### config.mk
export PLATFORM = sky130hd
export DESIGN_NAME = svf_mul
export DESIGN_NICKNAME = d
export VERILOG_FILES = /design/src/hw/rtl/svf_pkg.sv /design/src/hw/rtl/svf_mul.sv
export SDC_FILE = /design/constraint.sdc
export NUM_CORES = 2
export LEC_CHECK = 0
export BUFFER_PORTS_ARGS = -buffer_cell sky130_fd_sc_hd__clkbuf_2
export CELL_PAD_IN_SITES_DETAIL_PLACEMENT = 1
export CELL_PAD_IN_SITES_GLOBAL_PLACEMENT = 1
export CORE_MARGIN = 2
export CORE_UTILIZATION = 30
export CTS_BUF_LIST = sky130_fd_sc_hd__clkbuf_4 sky130_fd_sc_hd__clkbuf_8
export DETAILED_ROUTE_END_ITERATION = 16
export HOLD_SLACK_MARGIN = 0.06
export PLACE_DENSITY = 0.52
export SLEW_MARGIN = 30
export SYNTH_ARGS = -nofsm -noshare
export SYNTH_HDL_FRONTEND = slang
export SYNTH_SLANG_ARGS = --single-unit
### constraint.sdc
create_clock -name clk_i -period 23.5 [get_ports clk_i]
set_clock_uncertainty 0.05 [all_clocks]
set_input_delay 4.7 -clock clk_i [delete_from_list [all_inputs] [get_ports clk_i]]
set_output_delay 4.7 -clock clk_i [all_outputs]
set_load 0.01 [all_outputs]
### src/hw/rtl/svf_pkg.sv
// Shared types, constants and rounding helper for the state variable filter.
package svf_pkg;

  localparam int unsigned MulAW = 36;
  localparam int unsigned MulBW = 32;
  localparam int unsigned ProdW = 68;
  localparam int unsigned DivW  = 40;
  localparam int unsigned QuotW = 31;
  localparam int unsigned CfgDW = 19;

  typedef enum logic [2:0] {
    CFG_CUTOFF = 3'd0,
    CFG_DAMP   = 3'd1,
    CFG_DRIVE  = 3'd2,
    CFG_OGAIN  = 3'd3,
    CFG_STYLE  = 3'd4
  } cfg_idx_e;

  typedef enum logic [1:0] {
    MODE_LP = 2'd0,
    MODE_HP = 2'd1,
    MODE_BP = 2'd2
  } mode_e;

  typedef enum logic [2:0] {
    RND_0,
    RND_5,
    RND_16,
    RND_27,
    RND_30
  } rnd_e;

  typedef enum logic [4:0] {
    ST_IDLE,
    ST_DRV,
    ST_DX,
    ST_GG,
    ST_GK,
    ST_DSUM,
    ST_DST,
    ST_DIV,
    ST_C1,
    ST_C1W,
    ST_C2,
    ST_C2W,
    ST_M1,
    ST_M2,
    ST_M3,
    ST_M4,
    ST_M5,
    ST_UPD,
    ST_MIX,
    ST_OUT,
    ST_OUTW
  } state_e;

  // round to nearest, ties away from zero
  function automatic logic signed [ProdW-1:0] rnd_shift(input logic signed [ProdW-1:0] p,
                                                        input rnd_e sh);
    logic [ProdW-1:0] mag;
    logic [ProdW-1:0] r;
    mag = p[ProdW-1] ? ProdW'(-p) : ProdW'(p);
    unique case (sh)
      RND_0:   r = mag;
      RND_5:   r = (mag + (ProdW'(1) << 4)) >> 5;
      RND_16:  r = (mag + (ProdW'(1) << 15)) >> 16;
      RND_27:  r = (mag + (ProdW'(1) << 26)) >> 27;
      RND_30:  r = (mag + (ProdW'(1) << 29)) >> 30;
      default: r = mag;
    endcase
    return p[ProdW-1] ? -$signed(r) : $signed(r);
  endfunction

endpackage

### src/hw/rtl/svf_mul.sv
// Shared signed multiplier with registered product.
module svf_mul (
  input  logic                               clk_i,
  input  logic signed [svf_pkg::MulAW-1:0]   a_i,
  input  logic signed [svf_pkg::MulBW-1:0]   b_i,
  output logic signed [svf_pkg::ProdW-1:0]   prod_o
);

  logic signed [svf_pkg::ProdW-1:0] prod_q;

  always_ff @(posedge clk_i) begin
    prod_q <= svf_pkg::ProdW'(a_i) * svf_pkg::ProdW'(b_i);
  end

  assign prod_o = prod_q;

endmodule

== Word-level counts from Yosys, hierarchy flattened ==
Cells that the tools add are included.
W data, S select, Z words.
Cells by class
  $mul: 1
Operators with widths (number)
  $mul A36 B32 Y68: 1
Word-level totals
  register bits: 68
  logic and storage cells: 2
  bits of input ports: 69

== Logic depth before layout (Yosys ltp) ==
  depth after elaboration: 1
  gate-level depth with buffers: 29
  mapped depth without buffers: 26

== Worst setup path before layout ==
OpenSTA, ideal clock, no wires.
  path type: input to register
  start point: input a_i[35] (netlist bit)
  end point: register prod_q, in the netlist prod_o[65]
  cell stages on the path: 27
  setup slack: 11.519 ns
  arrival time: 11.859 ns
  path through: clkbuf_1 > nand2_1 > inv_1 > fa_1 > inv_1 > fa_1 > inv_1 > fa_1 > fa_1 > inv_1 > fa_1 > inv_1 > fa_1 > inv_1 > fa_1 > inv_1 > fa_1 > ha_1 > a21o_1 > a21o_1 > a21oi_1 > o21bai_1 > a21oi_1 > o21bai_1 > a31o_2 > a31oi_1 > xnor2_1
On the way
  cells in the longest elaborated chain, start to end: 1
RTL lines
  start, declared: RTL line svf_mul.sv:4  | input logic signed [svf_pkg::MulAW-1:0] a_i,
  $mul A36 B32 Y68: RTL line svf_mul.sv:12  | prod_q <= svf_pkg::ProdW'(a_i) * svf_pkg::ProdW'(b_i);
  end signal, assigned: RTL line svf_mul.sv:12
  end, declared: RTL line svf_mul.sv:9  | logic signed [svf_pkg::ProdW-1:0] prod_q;
Every way passes these cells.

== Worst setup path after layout ==
  start point: input b_i[5] (netlist bit)
  end point: register prod_q, in the netlist prod_o[65]
On the way
  cells in the longest elaborated chain, start to end: 1
RTL lines
  start, declared: RTL line svf_mul.sv:5  | input logic signed [svf_pkg::MulBW-1:0] b_i,
  $mul A36 B32 Y68: RTL line svf_mul.sv:12
Every way passes these cells.

==> reports/qor.yml <==
clk_pin_slew_ns: 0.10
drt_antenna_net_count: 0
crit_start: "b_i[5]"
row_count: 136
ys_seq_area_frac: 0.0328
fmax_mhz: 76.8
detail_route.vias_per_cell: 4.59
maxSlewViolCount: 0
syn-cell-area_um2: 41400
synth-main-ff-cell: "dfxtp_1"
timing.setup.tns_ns: 0
rsz0062_at_grt: "false"
totalWireLength_um: 131000
worst_slew_pin_slew_ns: 0.994
hold_fix_buffer_count_after_cts: 0
cts_tree: "done"
yosys_warnings: 0
portbufs: 136
largest_reg_flops: 68
synth_area_per_cell_um2: 9.49
worst_slew_margin_rel: 0.337
min_delay_src: "b_i[0]"
crit_path_max_incr_delay_ns: 0.88
run_status: "finished clean"
grt_first_pass_wirelength_um: 209000
postCtsSetupRepairBufs: 0
cts_num_sinks: 68
die_w_um: 376
cts_root_buffer: "clkbuf_8"
finalCoreUtilization: 0.321
crit_path_end_kind: "flip-flop"
netlist_instances: 4366
top_level_ports: 137
hold_path.class: "input pin to flip-flop"
first_global_vias: 33300
globalRouteOverflowTotal: 0
via_count: 28200
critical_path.slowest_cell: "fa_1"
hold_violations: 0
cpLargestDelayFamily: "adder cells"
arrival_ns: 13.38
post-place-cells: 6111
routed_wire_length_per_instance_um: 21.4
hpwl_um: 105000
period_needed_ns: 13.01
drt_pre_antenna_iters: 5
synthDistinctLibCells: 67
postSynth.asyncResetShare: 0
coreArea_um2: 137000
required_ns: 23.86
buffer_and_inverter_count_on_the_worst_path: 9
dpl_worst_slack_ns: 9.98
synth_enable_flop_cells: 0
worst_path_most_repeated_cell: "fa_1"
period_share: 0.554
timing.critical_path.from_type: "input pin"
fin_cells: 6135
place.gp.congestion: 0.803
postSynthRegisterBits: 68
cts_buffer_depth: 2
htree_levels: 3
area_growth_syn_to_layout_pct: 6.52
dr.first_iter.drc_count: 921
gr-usage-all-layers: 0.197
antenna_found_initial: 3
cts_resized: 0
chipHeight_um: 376
cts_made_buffers: 9
number_of_failing_setup_endpoints_in_the_final_timing_report: 0
critical_path_peak_fanout: 21
maxCapViolCount: 0
die_area_um2: 141000
layout.nets: 5792
synth_fp_nets: 5829
grt_max_degree: 37
drive_above_1_share: 0.0538
setup_ws_ns: 10.49
drc_errors: 0
start_util: 0.302
path_class: "input pin to flip-flop"
stage by stage:
stage | hold slack, ns | instance area, µm²
after global routing | 4.78 | 44100
after CTS | 4.73 | 44100
after floorplan | 4.78 | 41400
final | 4.76 | 44100
after global placement | 5.04 | 43900
after detailed placement | 5.04 | 43900
layout make-up:
| type | count | area (µm²) |
|---|---|---|
| clock inverters | 7 | 82.6 |
| diodes | 7 | 17.5 |
| well taps | 1794 | 2240 |
| multi-input cells | 2986 | 35200 |
| clock buffers | 9 | 124 |
| fillers | 15800 | 93200 |
| flip-flops and latches | 68 | 1360 |
| inverters | 1074 | 4030 |
| repair buffers | 190 | 1110 |
cell usage in the layout, fill, tap and decap left out, drive strengths merged, types with 7 or more instances in the layout:
cell type  instances
a211oi            12
fa              1202
and3               9
nand3             14
buf               61
xnor2             46
and2             585
nor3               8
o21bai            12
a21o              24
diode              7
nand4             12
inv             1078
clkbuf           138
xor2              26
nand2b            11
dfxtp             68
a31oi              8
a21oi             69
nor2              64
nand2            590
o21ai             38
ha               192
synthesized netlist by cell type (all sizes together) (5+ instances only):
library cell,number,area (µm²)
dfxtp,68,1360
a21o,24,180
ha,192,2400
a21boi,5,41.3
nand2b,11,68.8
inv,1074,4030
a31oi,8,50.1
nand4,12,90.1
a21oi,69,349
o21ai,38,198
nor3,8,40.0
o21bai,12,90.1
xnor2,46,403
nor2,64,248
nand2,590,2210
fa,1202,24100
buf,8,46.3
and3,9,56.3
xor2,26,228
o31ai,5,61.3
o211ai,6,55.1
o21a,6,45.0
and2,585,3660
nand3,14,70.1
a211oi,12,105
clkbuf,230,866
path summary, 6_finish.rpt:
check | cells after the start | to | slack (ns)
hold / removal | 3 | prod_o[0] | 4.76
setup / recovery | 28 | prod_o[65] | 10.49
metal layers:
| metal | GRT usage | share of wire | wire [µm] | up-vias |
|---|---|---|---|---|
| li1 | - | - | - | 12300 |
| met1 | 0.268 | 0.45 | 59400 | 15500 |
| met2 | 0.347 | 0.51 | 67000 | 284 |
| met3 | 0.0139 | 0.023 | 3030 | 52 |
| met4 | 0.0317 | 0.014 | 1810 | 0 |
| met5 | 0 | 0 | 0 | - |
cell families (layout without fill, tap and decap cells):
kind of cell | count (synthesis) | after routing | share of synthesized area
other cells | 0 | 7 | 0
compound gates | 210 | 210 | 0.0350
flops | 68 | 68 | 0.0328
buf+inv | 1312 | 1280 | 0.119
mux | 2 | 2 | 0.000483
fa+ha+maj | 1394 | 1394 | 0.639
simple gates | 1308 | 1308 | 0.159
xor+xnor | 72 | 72 | 0.0152
Power is not shown: default switching activity piles up to over one toggle a cycle in this logic, so the estimate is an artifact.
