===== config.mk =====
export PLATFORM = sky130hd
export DESIGN_NAME = svf_div
export DESIGN_NICKNAME = d
export VERILOG_FILES = /design/src/hw/rtl/svf_pkg.sv /design/src/hw/rtl/svf_div.sv
export SDC_FILE = /design/constraint.sdc
export NUM_CORES = 1
export LEC_CHECK = 0
export BUFFER_PORTS_ARGS = -buffer_cell sky130_fd_sc_hd__clkbuf_2
export CAP_MARGIN = 30
export CORE_UTILIZATION = 65
export DETAILED_ROUTE_END_ITERATION = 8
export GPL_TIMING_DRIVEN = 0
export PLACE_DENSITY = 0.85
export RECOVER_POWER = 50
export SETUP_SLACK_MARGIN = 0.3
export SYNTH_ARGS = -nofsm -noshare
export SYNTH_HDL_FRONTEND = slang
export SYNTH_SLANG_ARGS = --single-unit

===== constraint.sdc =====
create_clock -name clk_i -period 6.7 [get_ports clk_i]
set_clock_uncertainty 0.1 [all_clocks]
set_input_delay 0.335 -clock clk_i [delete_from_list [all_inputs] [get_ports clk_i]]
set_output_delay 0.335 -clock clk_i [all_outputs]
set_load 0.005 [all_outputs]

===== src/hw/rtl/svf_pkg.sv =====
// Shared types, constants and rounding helper for the state variable filter.
package svf_pkg;

  localparam int unsigned MulAW = 36;
  localparam int unsigned MulBW = 32;
  localparam int unsigned ProdW = 68;
  localparam int unsigned DivW  = 40;
  localparam int unsigned QuotW = 31;
  localparam int unsigned CfgDW = 19;

  typedef enum logic [2:0] {
    CFG_CUTOFF = 3'd0,
    CFG_DAMP   = 3'd1,
    CFG_DRIVE  = 3'd2,
    CFG_OGAIN  = 3'd3,
    CFG_STYLE  = 3'd4
  } cfg_idx_e;

  typedef enum logic [1:0] {
    MODE_LP = 2'd0,
    MODE_HP = 2'd1,
    MODE_BP = 2'd2
  } mode_e;

  typedef enum logic [2:0] {
    RND_0,
    RND_5,
    RND_16,
    RND_27,
    RND_30
  } rnd_e;

  typedef enum logic [4:0] {
    ST_IDLE,
    ST_DRV,
    ST_DX,
    ST_GG,
    ST_GK,
    ST_DSUM,
    ST_DST,
    ST_DIV,
    ST_C1,
    ST_C1W,
    ST_C2,
    ST_C2W,
    ST_M1,
    ST_M2,
    ST_M3,
    ST_M4,
    ST_M5,
    ST_UPD,
    ST_MIX,
    ST_OUT,
    ST_OUTW
  } state_e;

  // round to nearest, ties away from zero
  function automatic logic signed [ProdW-1:0] rnd_shift(input logic signed [ProdW-1:0] p,
                                                        input rnd_e sh);
    logic [ProdW-1:0] mag;
    logic [ProdW-1:0] r;
    mag = p[ProdW-1] ? ProdW'(-p) : ProdW'(p);
    unique case (sh)
      RND_0:   r = mag;
      RND_5:   r = (mag + (ProdW'(1) << 4)) >> 5;
      RND_16:  r = (mag + (ProdW'(1) << 15)) >> 16;
      RND_27:  r = (mag + (ProdW'(1) << 26)) >> 27;
      RND_30:  r = (mag + (ProdW'(1) << 29)) >> 30;
      default: r = mag;
    endcase
    return p[ProdW-1] ? -$signed(r) : $signed(r);
  endfunction

endpackage


===== src/hw/rtl/svf_div.sv =====
// Restoring divider, one quotient bit per cycle, for 2^62 + d/2 over d.
module svf_div (
  input  logic                          clk_i,
  input  logic                          rst_ni,
  input  logic                          start_i,
  input  logic [svf_pkg::DivW-1:0]      divisor_i,
  output logic                          done_o,
  output logic [svf_pkg::QuotW-1:0]     quot_o
);

  localparam int unsigned RemW = svf_pkg::DivW + svf_pkg::QuotW;

  logic [RemW-1:0]            rem_q, rem_d, dsh_q, dsh_d;
  logic [svf_pkg::QuotW-1:0]  quot_q, quot_d;
  logic [4:0]                 cnt_q, cnt_d;
  logic                       busy_q, busy_d, done_q, done_d;
  logic [RemW:0]              diff;

  always_comb begin
    diff   = {1'b0, rem_q} - {1'b0, dsh_q};
    rem_d  = rem_q;
    dsh_d  = dsh_q;
    quot_d = quot_q;
    cnt_d  = cnt_q;
    busy_d = busy_q;
    done_d = 1'b0;
    if (start_i) begin
      rem_d  = (RemW'(1) << 62) + RemW'(divisor_i >> 1);
      dsh_d  = RemW'(divisor_i) << (svf_pkg::QuotW - 1);
      quot_d = '0;
      cnt_d  = 5'(svf_pkg::QuotW - 1);
      busy_d = 1'b1;
    end else if (busy_q) begin
      if (!diff[RemW]) begin
        rem_d  = diff[RemW-1:0];
        quot_d = {quot_q[svf_pkg::QuotW-2:0], 1'b1};
      end else begin
        quot_d = {quot_q[svf_pkg::QuotW-2:0], 1'b0};
      end
      dsh_d = dsh_q >> 1;
      if (cnt_q == 5'd0) begin
        busy_d = 1'b0;
        done_d = 1'b1;
      end else begin
        cnt_d = cnt_q - 5'd1;
      end
    end
  end

  always_ff @(posedge clk_i or negedge rst_ni) begin
    if (!rst_ni) begin
      cnt_q  <= '0;
      busy_q <= 1'b0;
      done_q <= 1'b0;
    end else begin
      cnt_q  <= cnt_d;
      busy_q <= busy_d;
      done_q <= done_d;
    end
  end

  always_ff @(posedge clk_i) begin
    rem_q  <= rem_d;
    dsh_q  <= dsh_d;
    quot_q <= quot_d;
  end

  assign done_o = done_q;
  assign quot_o = quot_q;

endmodule


# Word level (Yosys, flattened, before mapping)
# Cells that the tools add are included.
# word_totals
word_cells	31
reg_bits	179
in_bits	43
# op_classes
reduce_logical	4
n_addsub	3
muxes	15
eq_ne	2
# ops
op	n
71-bit two-way mux	3
70-bit two-way mux	2
71-bit by 70-bit subtractor with 72-bit output	1
63-bit by 39-bit adder with 64-bit output, first input constant	1
5-bit two-way mux	3
1-bit two-way mux	7
5-bit logical NOT	1
5-bit by 1-bit subtractor with 5-bit output, second input constant	1
2-bit != test, second input constant	2
2-bit AND reduction	2
2-bit nonzero test	1

# Depth between registers and ports, before layout
# Gate-level depths: netlist (run 1).
# depth
depth_word	4
ltp_mapped	13

# Worst setup path before layout (run 1)
# Ideal clock, no wire load.
# synth_path
path_kind	reg-to-reg
start	register dsh_q[1]
end	register rem_q[0] (enable)
arrival_ps	4099
setup_slack_ps	2073
stages_incl_launch_ff	13
period_less_slack_ps	4627
path_cell_list	dfxtp_1 > inv_1 > ha_1 > nor2b_1 > o2111ai_1 > a41oi_1 > a21oi_1 > o41ai_4 > a41oi_2 > o31ai_4 > a21oi_2 > o21ai_1 > a211o_1
# synth_via
elab_chain_len	3
# synth_lines
element	line_no	source
start, declared	svf_div.sv:13	logic [RemW-1:0] rem_q, rem_d, dsh_q, dsh_d;
start signal, assigned	svf_div.sv:64	dsh_q <= dsh_d;
71-bit by 70-bit subtractor with 72-bit output	svf_div.sv:20	diff = {1'b0, rem_q} - {1'b0, dsh_q};
2-bit != test (no line)	n/a	
2-bit AND reduction (no line)	n/a	
end signal, assigned	svf_div.sv:63	rem_q <= rem_d;
end, declared	svf_div.sv:13	
# No other way between the ends.
# A chain may end at the register's enable or synchronous reset.

# Final worst setup path (run 1)
# layout_path
start	register dsh_q[1]
end	register rem_q[44] (enable)
# Same word-level chain as after synthesis.

==> results of run 1 <==
final timing paths:
kind	start	to	cells after the start
worst max-delay path	dsh_q[1]	rem_q[44]	13
worst min-delay path	divisor_i[0]	dsh_q[30]	3
worst max register to register	dsh_q[1]	rem_q[44]	13
worst min register to register	quot_o[8]	quot_o[9]	2
max in group asynchronous	rst_ni	cnt_q[4]	2
min in group asynchronous	rst_ni	cnt_q[0]	2
sequential cells by signal, summed over array words and instances, names as in the netlist:
| register | count |
|---|---|
| rem_q | 71 |
| cnt_q | 5 |
| done_o | 1 |
| quot_o | 31 |
| busy_q | 1 |
| dsh_q | 70 |
stage by stage:
stage / instance area, um2 / hold WS, ns
after floorplan: 11200 / -0.0606
after global placement: 11800 / 0.0750
after detailed placement: 11800 / 0.0797
after CTS: 12400 / 0.0728
after global routing: 12400 / 0.101
final: 12400 / 0.0781
where the power goes:
group | switching (mW) | internal [mW]
clock network | 0.481 | 0.491
logic | 1.84 | 1.13
registers | 0.0987 | 1.54
repair_timing:
action | in CTS | in global routing
buffers inserted | 0 | 0
endpoints found under the setup margin | 0 | 0
endpoints found under the hold margin | 7 | 0
hold buffers | 1 | 0
area by class of cell:
| cell class | count | share of cell area, % |
|---|---|---|
| Timing Repair Buffer | 76 | 3.17 |
| Inverter | 100 | 3.02 |
| Buffer | 69 | 2.24 |
| Multi-Input combinational cell | 901 | 46.7 |
| Clock buffer | 17 | 3.43 |
| Clock inverter | 15 | 1.09 |
| Sequential cell | 179 | 38.1 |
| Tap cell | 220 | 2.22 |
routing by layer:
layer | track usage (%) | share of wire, % | vias to the layer above
met5 | 0 | 0 | -
met1 | 43.6 | 43 | 4499
met4 | 12.1 | 3.0 | 0
li1 | - | - | 4565
met2 | 53.6 | 47 | 418
met3 | 5.44 | 7.0 | 81
worst max-delay path, stage by stage, from the launching register on:
cell and delay [ns]:
dfxtp_1 0.40, inv_1 0.06, ha_1 0.27, nor2b_1 0.17, o2111ai_1 0.17, a41oi_1 0.50, a21oi_1 0.31, o41ai_4 0.47
a41oi_2 0.35, o31ai_4 0.44, a21oi_2 0.14, o21ai_1 0.22, a211o_4 0.35, buf_16 0.30
placed cells by master, fill, tap and decap left out, types with 6 or more instances in the layout:
master / netlist / final
o21bai_1: 15 / 15
dfxtp_1: 61 / 61
a21o_1: 29 / 29
clkbuf_2: 0 / 62
a21oi_1: 85 / 85
o21ai_1: 9 / 9
inv_1: 100 / 100
dfrtp_1: 7 / 7
nor2b_1: 7 / 7
edfxtp_1: 111 / 111
nand2_1: 169 / 169
xor2_1: 23 / 23
mux2i_1: 62 / 62
nand4_1: 30 / 30
a21boi_0: 6 / 6
nor3_1: 12 / 12
o21ai_0: 77 / 77
nor2_1: 128 / 128
a31oi_1: 11 / 11
clkbuf_1: 46 / 65
buf_2: 9 / 9
o31ai_1: 7 / 7
nand3_1: 17 / 17
ha_1: 72 / 72
nand2b_1: 8 / 8
xnor2_1: 45 / 45
clkbuf_16: 0 / 17
or2_2: 6 / 6
o21a_1: 8 / 8
synth_stat cells (all sizes together) (3+ instances only):
cell / count / area (um2)
nand2: 169 / 634
a221oi: 3 / 32.5
nor2b: 7 / 43.8
or2: 7 / 43.8
clkbuf: 46 / 173
o21ai: 88 / 448
o21a: 8 / 60.1
a211o: 4 / 35.0
ha: 72 / 901
mux2: 3 / 33.8
xor2: 23 / 201
nor2: 128 / 480
o211ai: 4 / 30.0
edfxtp: 111 / 3330
a41oi: 4 / 42.6
nor3: 12 / 60.1
mux2i: 62 / 621
o21bai: 15 / 113
a21oi: 87 / 443
dfrtp: 7 / 175
or3: 3 / 18.8
nand3: 17 / 85.1
o221ai: 5 / 43.8
nor3b: 4 / 30.0
xnor2: 45 / 394
nor4: 4 / 31.3
a21o: 29 / 218
buf: 23 / 105
a211oi: 5 / 37.5
nand4: 30 / 188
and3: 4 / 25.0
dfxtp: 61 / 1220
nand2b: 8 / 50.1
inv: 100 / 375
a31oi: 11 / 68.8
and2: 5 / 31.3
o31ai: 8 / 73.8
a21boi: 7 / 52.6
kinds of logic after synthesis:
| group | Yosys count |
|---|---|
| xor+xnor | 68 |
| mux | 65 |
| buf+inv | 169 |
| simple gates | 404 |
| compound gates | 291 |
| fa+ha+maj | 73 |
| flops | 179 |
==> flow_summary_export.csv, run 1 <==
group,metric,value,unit
placement,numPortBuffers,73,
layout,n_fill_cell,1246,
layout,layout-drive-gt1-share,9.29,%
die,initial_core_util,66.9,%
critical_path,path_max_fanout,55,
clock_tree,clk_latency,0.44,ns
clock_tree,cts_inserted_buffers,17,
detailed_routing,drtPass1Iterations,5,
detailed_routing,avgViaCountPerCell,6.06,
critical_path,rrSetupSlack,2.01,ns
clock_tree,cts.repair.resized,0,
timing,fin_setup_tns,0,ns
timing,slew_headroom,-49.7,%
placement,dp.cells,1543,
pwr,p_per_area,450,nW/um2
critical_path,path_class,"reg2reg",
clock_tree,cts_tree,"done",
layout,multi_input_area,5800,um2
timing,finalCritPeriodShare,70.0,%
clock_tree,htreeDepth,4,
global_routing,grt_pass1_vias,9122,
synth,synthDistinctLibCells,66,
global_routing,antenna_found_initial,0,
detailed_routing,routed_wl,28600,um
global_routing,grt_pass1_wl,45300,um
timing,setup_viol,0,
synth,synth_area_per_cell,8.94,um2
synth,synth.area.mux_share,5.86,%
timing,hold_viol,0,
detailed_routing,drt_iter0_markers,853,
synth,synth_fa_ha_area_share,8.24,%
critical_path,cp-end-kind,"flip-flop",
status,outcome,"complete, but fails checks",
timing,worst_slack,2.01,ns
placement,gp_congestion,0.960,
die,dieArea,17700,um2
clock_tree,clockRootBuffer,"clkbuf_16",
detailed_routing,drc,0,
die,boundaryPins,75,
layout,num-nets-final,1460,
synth,ys.flop_type,"edfxtp_1",
die,die_y,133,um
synth,synthSimpleGateAreaFrac,15.9,%
worst_hold_path,hold_path.class,"in2reg",
synth,synth_top_family_by_area,"compound AO/OA/AOI/OAI gates",
critical_path,required,6.71,ns
pwr,irDropWorstVdd,251,uV
timing,worstMarginPinSlew,2.25,ns
pwr,leakage,5.68,nW
clock_tree,cts.sinks,179,
placement,hpwlAfterDp,21300,um
synth,syn_inst,1249,
die,die_w,133,um
global_routing,track_usage,32.7,%
die,core-area,16700,um2
timing,slew_violations,39,
placement,dp_slack,2.09,ns
detailed_routing,drtAntennaViolNets,0,
die,std_cell_rows,47,
layout,seq_area,4730,um2
status,failed_checks,"capacitance limit, slew limit",
job,maxCapViolations,1,
layout,diodes,0,
pwr,p_total,5.59,mW
timing,fmax,213,MHz
synth,synth_compound_area_share,16.5,%
clock_tree,clkSlewWorstSetupHoldPaths,0.07,ns
global_routing,grt_start_max_net_pins,56,
clock_tree,cts_buffer_depth,2,
synth,synth-xor-area-share,5.33,%
synth,async_reset_ff_share,3.91,%
synth,synth_enable_flop_cells,111,
layout,final_cells,1577,
synth,synth.ff_latch_count,179,
detailed_routing,wl_per_cell,18.1,um
layout,syn_to_final_growth,11.1,%
timing,fin_crit,4.69,ns
detailed_routing,via_count,9563,
critical_path,critPathLaunchType,"flip-flop",
critical_path,crit_arrival,4.70,ns
synth,yosys_warnings,0,
global_routing,overflow,0,
synth,syn_area,11200,um2
synth,synth.net_count,1365,
timing,rsz0062_at_grt,"false",
layout,final_util,74.3,%
synth,yosysSeqAreaShare,42.3,%
Note: power is estimated with default switching activity, not from simulation.
==> inputs of run 2 (changes only) <==
Settings changed: CORE_UTILIZATION 65 to 56, PLACE_DENSITY 0.85 to 0.78.
Clock period 6.7 ns to 4.02 ns, I/O delays scaled along.
==> run 2 against run 1 <==
Net effect:
- the run now ends clean
- routed wire length is 8.3% higher
- global-route usage is 1.6 points lower
- register-to-register slack worse by 1.8 ns
- clock-buffer cell count is 6 higher
- cell count is 5.8% higher
- clock power is 69% higher
- critical path type unchanged
- critical endpoint is now rem_q[29]
- largest power group unchanged
==> flow_summary_export.csv, run 2 (synthesis results as in run 1) <==
group,metric,value,unit
clock_tree,cts_buffer_depth,2,
placement,numPortBuffers,73,
die,die_w,143,um
layout,num-nets-final,1507,
global_routing,track_usage,31.1,%
critical_path,path_max_fanout,6,
timing,slew_headroom,19.9,%
worst_hold_path,hold_start,"divisor_i[11]",
clock_tree,cts_tree,"done",
layout,final_common_cell,"nand2_1",
die,core-area,19500,um2
pwr,leakage,5.93,nW
layout,syn_to_final_growth,18.1,%
layout,max_flop_register,"rem_q",
global_routing,grt_pass1_wl,48600,um
layout,largest_reg_flops,71,
timing,hold_viol,0,
critical_path,rrSetupSlack,0.17,ns
pwr,irDropWorstVdd,433,uV
timing,rsz0062_at_grt,"true",
worst_hold_path,hold_path.class,"in2reg",
global_routing,grt_start_max_net_pins,41,
die,initial_core_util,57.2,%
detailed_routing,drt_iter0_markers,880,
die,std_cell_rows,51,
clock_tree,clockRootBuffer,"clkbuf_16",
detailed_routing,drtPass1Iterations,5,
critical_path,r2r-end,"rem_q[29]",
detailed_routing,drtAntennaViolNets,0,
layout,diodes,0,
timing,slew_violations,0,
global_routing,grt_pass1_vias,9395,
job,maxCapViolations,0,
global_routing,overflow,0,
clock_tree,cts.sinks,179,
die,die_y,143,um
placement,gp_congestion,0.929,
die,dieArea,20500,um2
critical_path,path_class,"reg2reg",
placement,hpwlAfterDp,21200,um
detailed_routing,avgViaCountPerCell,5.89,
critical_path,r2r_cells,13,
timing,fin_crit,3.85,ns
critical_path,crit_arrival,3.90,ns
detailed_routing,wl_per_cell,18.6,um
critical_path,required,4.07,ns
layout,final_util,67.6,%
worst_hold_path,holdPathStages,3,
clock_tree,htreeDepth,4,
die,boundaryPins,75,
layout,layout-drive-gt1-share,11.7,%
critical_path,r2r_start,"rem_q[1]",
layout,layout_common_cells,"nand2_1, nor2_1, edfxtp_1",
timing,fmax,260,MHz
clock_tree,clkSlewWorstSetupHoldPaths,0.07,ns
status,outcome,"finished, final reports clean",
timing,setup_viol,0,
timing,finalCritPeriodShare,95.8,%
pwr,p_per_area,759,nW/um2
timing,worstMarginPinSlew,1.20,ns
clock_tree,clk_latency,0.44,ns
critical_path,critPathLaunchType,"flip-flop",
critical_path,cp-end-kind,"flip-flop",
detailed_routing,via_count,9823,
pwr,p_total,10.0,mW
clock_tree,cts_inserted_buffers,17,
worst_hold_path,min_to,"dsh_q[41]",
detailed_routing,routed_wl,31000,um
global_routing,antenna_found_initial,0,
detailed_routing,drc,0,
## run 2: worst max-delay path: stages, from the launching register on
cell and delay [ns]:
edfxtp_1 0.41, ha_1 0.29, nor2b_1 0.16, o2111ai_1 0.21, a41oi_1 0.47, a21oi_4 0.17, o41ai_4 0.36, a41oi_4 0.23
o31ai_4 0.37, a21oi_4 0.13, o21ai_4 0.16, buf_12 0.15, a211o_4 0.20, buf_12 0.14
## run 2: cell type report
class	count	area, um2
plain buffers	69	295
clock buffers	23	510
repair buffers	119	818
well taps	265	332
flip-flops and latches	179	4740
fillers	1576	6330
multi-input cells	905	6060
inverters	100	375
clock inverters	9	66.3
## run 2: per-stage QoR
stage,TNS (ns),instance area [um2],hold WS [ns],worst slack (ns),instances
2_1_floorplan,0,11200,-0.195,0.346,1249
3_3_place_gp,-53.05,11900,-0.0583,-0.756,1587
3_5_place_dp,-52.72,11900,-0.0582,-0.749,1587
4_1_cts,0,13000,0.00148,0.230,1656
5_1_grt,0,13200,0.0150,0.0697,1669
6_report,0,13200,0.0205,0.168,1669
## run 2: where the power goes
part / total (mW) / internal [mW] / switching [mW]
registers: 2.74 / 2.56 / 0.174
clock network: 1.64 / 0.903 / 0.737
logic: 5.64 / 2.28 / 3.36
## run 2: repair_timing
| item | CTS | global route |
|---|---|---|
| hold endpoints to repair | 25 | 0 |
| hold buffers | 15 | 0 |
| resized for setup | 28 | 23 |
| setup buffers | 17 | 10 |
| pin swaps | 18 | 18 |
| gates cloned | 5 | 0 |
| endpoints found under the setup margin | 79 | 85 |
## run 2: per-layer routing
metal | wire length, um | up-vias | share of wire [%] | GRT usage (%)
met1 | 12900 | 4711 | 42 | 40.3
met5 | 0 | - | 0 | 0
met3 | 2490 | 56 | 8.0 | 5.47
met2 | 14900 | 383 | 48 | 52.9
li1 | - | 4673 | - | -
met4 | 675 | 0 | 2.2 | 9.46
## run 2: worst max path at each step
stage | start | end | depth (start not counted)
floorplan | dsh_q[1] | rem_q[0] | 12
global placement | dsh_q[1] | rem_q[14] | 12
detailed placement | dsh_q[1] | rem_q[14] | 12
CTS | rem_q[17] | rem_q[14] | 14
global route | rem_q[1] | rem_q[41] | 13
finish | rem_q[1] | rem_q[29] | 13
==> inputs of run 3 (changes only) <==
Settings changed: SETUP_SLACK_MARGIN 0.3 to 0.4, TNS_END_PERCENT set to 5.
==> run 3 against run 2 <==
Net effect:
- combinational power decreased by 1%
- clock power about the same
- sequential power barely moved
- cell count up 0.42%
- total power shrank 0.46%
- clock-buffer cell count grew 1
- largest cell class unchanged
- largest power group unchanged
- highest routed layer unchanged
==> flow_summary_export.csv, run 3 (synthesis results as in run 1) <==
group,metric,value,unit
layout,layout-drive-gt1-share,10.4,%
critical_path,path_class,"reg2reg",
layout,n_fill_cell,1584,
timing,slew_headroom,31.2,%
timing,fin_setup_tns,0,ns
layout,multi_input_area,6000,um2
die,die_y,143,um
pwr,p_per_area,755,nW/um2
die,die_w,143,um
timing,fin_crit,3.86,ns
die,boundaryPins,75,
pwr,p_sw_share,42.7,%
critical_path,cp_slowest_stage_delay,0.45,ns
critical_path,crit_buf_inv,2,
pwr,pwr-share-comb,55.9,%
pwr,leakage,5.91,nW
critical_path,critPathLaunchType,"flip-flop",
die,std_cell_rows,51,
pwr,power.switching,4.26,mW
status,outcome,"finished, final reports clean",
critical_path,path_max_fanout,18,
clock_tree,cts_buffer_depth,2,
global_routing,overflow,0,
timing,hold_viol,0,
global_routing,antenna_found_initial,0,
detailed_routing,drtAntennaViolNets,0,
placement,hpwlAfterDp,21200,um
global_routing,grt_pass1_wl,47500,um
detailed_routing,via_count,9877,
layout,final_cells,1676,
clock_tree,cts.sinks,179,
placement,gp_congestion,0.981,
detailed_routing,routed_wl,30900,um
global_routing,grt_start_max_net_pins,41,
timing,fmax,259,MHz
placement,place_area,11900,um2
critical_path,cp-end-kind,"flip-flop",
timing,setup_viol,0,
placement,numPortBuffers,73,
detailed_routing,avgViaCountPerCell,5.89,
critical_path,crit_arrival,3.89,ns
clock_tree,clockRootBuffer,"clkbuf_16",
timing,rsz0062_at_grt,"true",
detailed_routing,wl_per_cell,18.4,um
critical_path,crit_chain,"ha_1, nor2b_1, o2111ai_1, a41oi_2, a21oi_4, o41ai_4, a41oi_4, o31ai_4, a21oi_4, o21ai_4, buf_12, a211o_4, buf_12",
layout,max_flop_register,"rem_q",
pwr,p_total,9.97,mW
layout,diodes,0,
die,core-area,19500,um2
placement,dp.cells,1587,
pwr,seqPwrFrac,27.4,%
clock_tree,clkSlewWorstSetupHoldPaths,0.07,ns
timing,slew_violations,0,
timing,worstMarginPinSlew,1.03,ns
critical_path,required,4.06,ns
pwr,irDropWorstVdd,391,uV
detailed_routing,drt_iter0_markers,826,
layout,syn_to_final_growth,18.2,%
pwr,clkPwrFrac,16.7,%
layout,final_common_cell,"nand2_1",
global_routing,grt_pass1_vias,9303,
clock_tree,cts_tree,"done",
critical_path,slowest_stage,"o41ai_4",
layout,seq_area,4730,um2
clock_tree,clk_latency,0.44,ns
global_routing,track_usage,30.3,%
job,maxCapViolations,0,
pwr,p_int,5.71,mW
detailed_routing,drtPass1Iterations,7,
layout,largest_reg_flops,71,
detailed_routing,drc,0,
worst_hold_path,hold_path.class,"in2reg",
layout,fin_area,13200,um2
timing,finalCritPeriodShare,96.0,%
die,initial_core_util,57.2,%
layout,layout_common_cells,"nand2_1, nor2_1, edfxtp_1",
critical_path,rrSetupSlack,0.16,ns
clock_tree,htreeDepth,4,
die,dieArea,20500,um2
clock_tree,cts_inserted_buffers,17,
layout,num-nets-final,1514,
critical_path,cp_top_family,"compound AO/OA/AOI/OAI gates",
timing,timing.hold.ws,0.0212,ns
[run 3: cell types whose count changed in the layout (fill, tap and decap cells not counted), sizes merged]
| cell | change |
|---|---|
| dlygate4sd3 | +12 |
| buf | -6 |
| clkinv | -5 |
| inv | +5 |
| clkbuf | +2 |
| clkinvlp | -1 |
[run 3: repair_timing]
action / in CTS / in global routing
gates cloned: 4 / 0
pin swaps: 15 / 10
hold buffers: 27 / 0
gates resized for setup: 29 / 2
endpoints found under the hold margin: 42 / 0
setup buffers: 18 / 6
endpoints found under the setup margin: 86 / 90
[run 3: path summary, 6_finish.rpt]
kind	to	start	depth (start not counted)
worst max register to register	rem_q[20]	rem_q[1]	13
min in group asynchronous	cnt_q[4]	rst_ni	2
worst max-delay path	rem_q[20]	rem_q[1]	13
max in group asynchronous	busy_q	rst_ni	2
worst min-delay path	dsh_q[49]	divisor_i[19]	3
worst min register to register	dsh_q[0]	dsh_q[0]	2
[run 3: power groups by stage]
stage          Clock [mW]  Combinational [mW]  Sequential, mW
5_1_grt              1.74                6.05            2.76
6_report             1.67                5.58            2.73
3_3_place_gp            0                4.71            2.75
3_5_place_dp            0                4.76            2.76
2_1_floorplan           0                3.74            2.71
4_1_cts              1.68                5.34            2.72
[run 3: cell type report]
cell class / instances / area share [%]
inverters: 100 / 2.84
well taps: 265 / 2.51
repair buffers: 126 / 6.87
flip-flops and latches: 179 / 35.9
plain buffers: 69 / 2.15
multi-input cells: 905 / 45.4
clock buffers: 24 / 3.89
clock inverters: 8 / 0.455
[run 3: metal layers]
layer	wire length, um	vias up	global-route usage [%]
met4	830	0	12.0
met1	13300	4702	39.9
li1	-	4694	-
met5	0	-	0
met3	2070	72	5.84
met2	14600	409	49.2
[run 3: worst reg2reg max path, stage by stage, from the launching register on]
cell       delay [ns]
edfxtp_1         0.42
ha_1             0.29
nor2b_1          0.16
o2111ai_1        0.23
a41oi_2          0.38
a21oi_4          0.15
o41ai_4          0.46
a41oi_4          0.22
o31ai_4          0.40
a21oi_4          0.12
o21ai_4          0.16
buf_12           0.15
a211o_4          0.13
buf_12           0.17
[run 3: per-stage QoR]
stage / setup WS [ns] / utilization [%]
after floorplan: 0.402 / -
after global placement: -0.571 / 60.9
after detailed placement: -0.611 / 60.9
after CTS: 0.246 / 67.4
after global routing: 0.106 / 67.6
final: 0.163 / 67.6
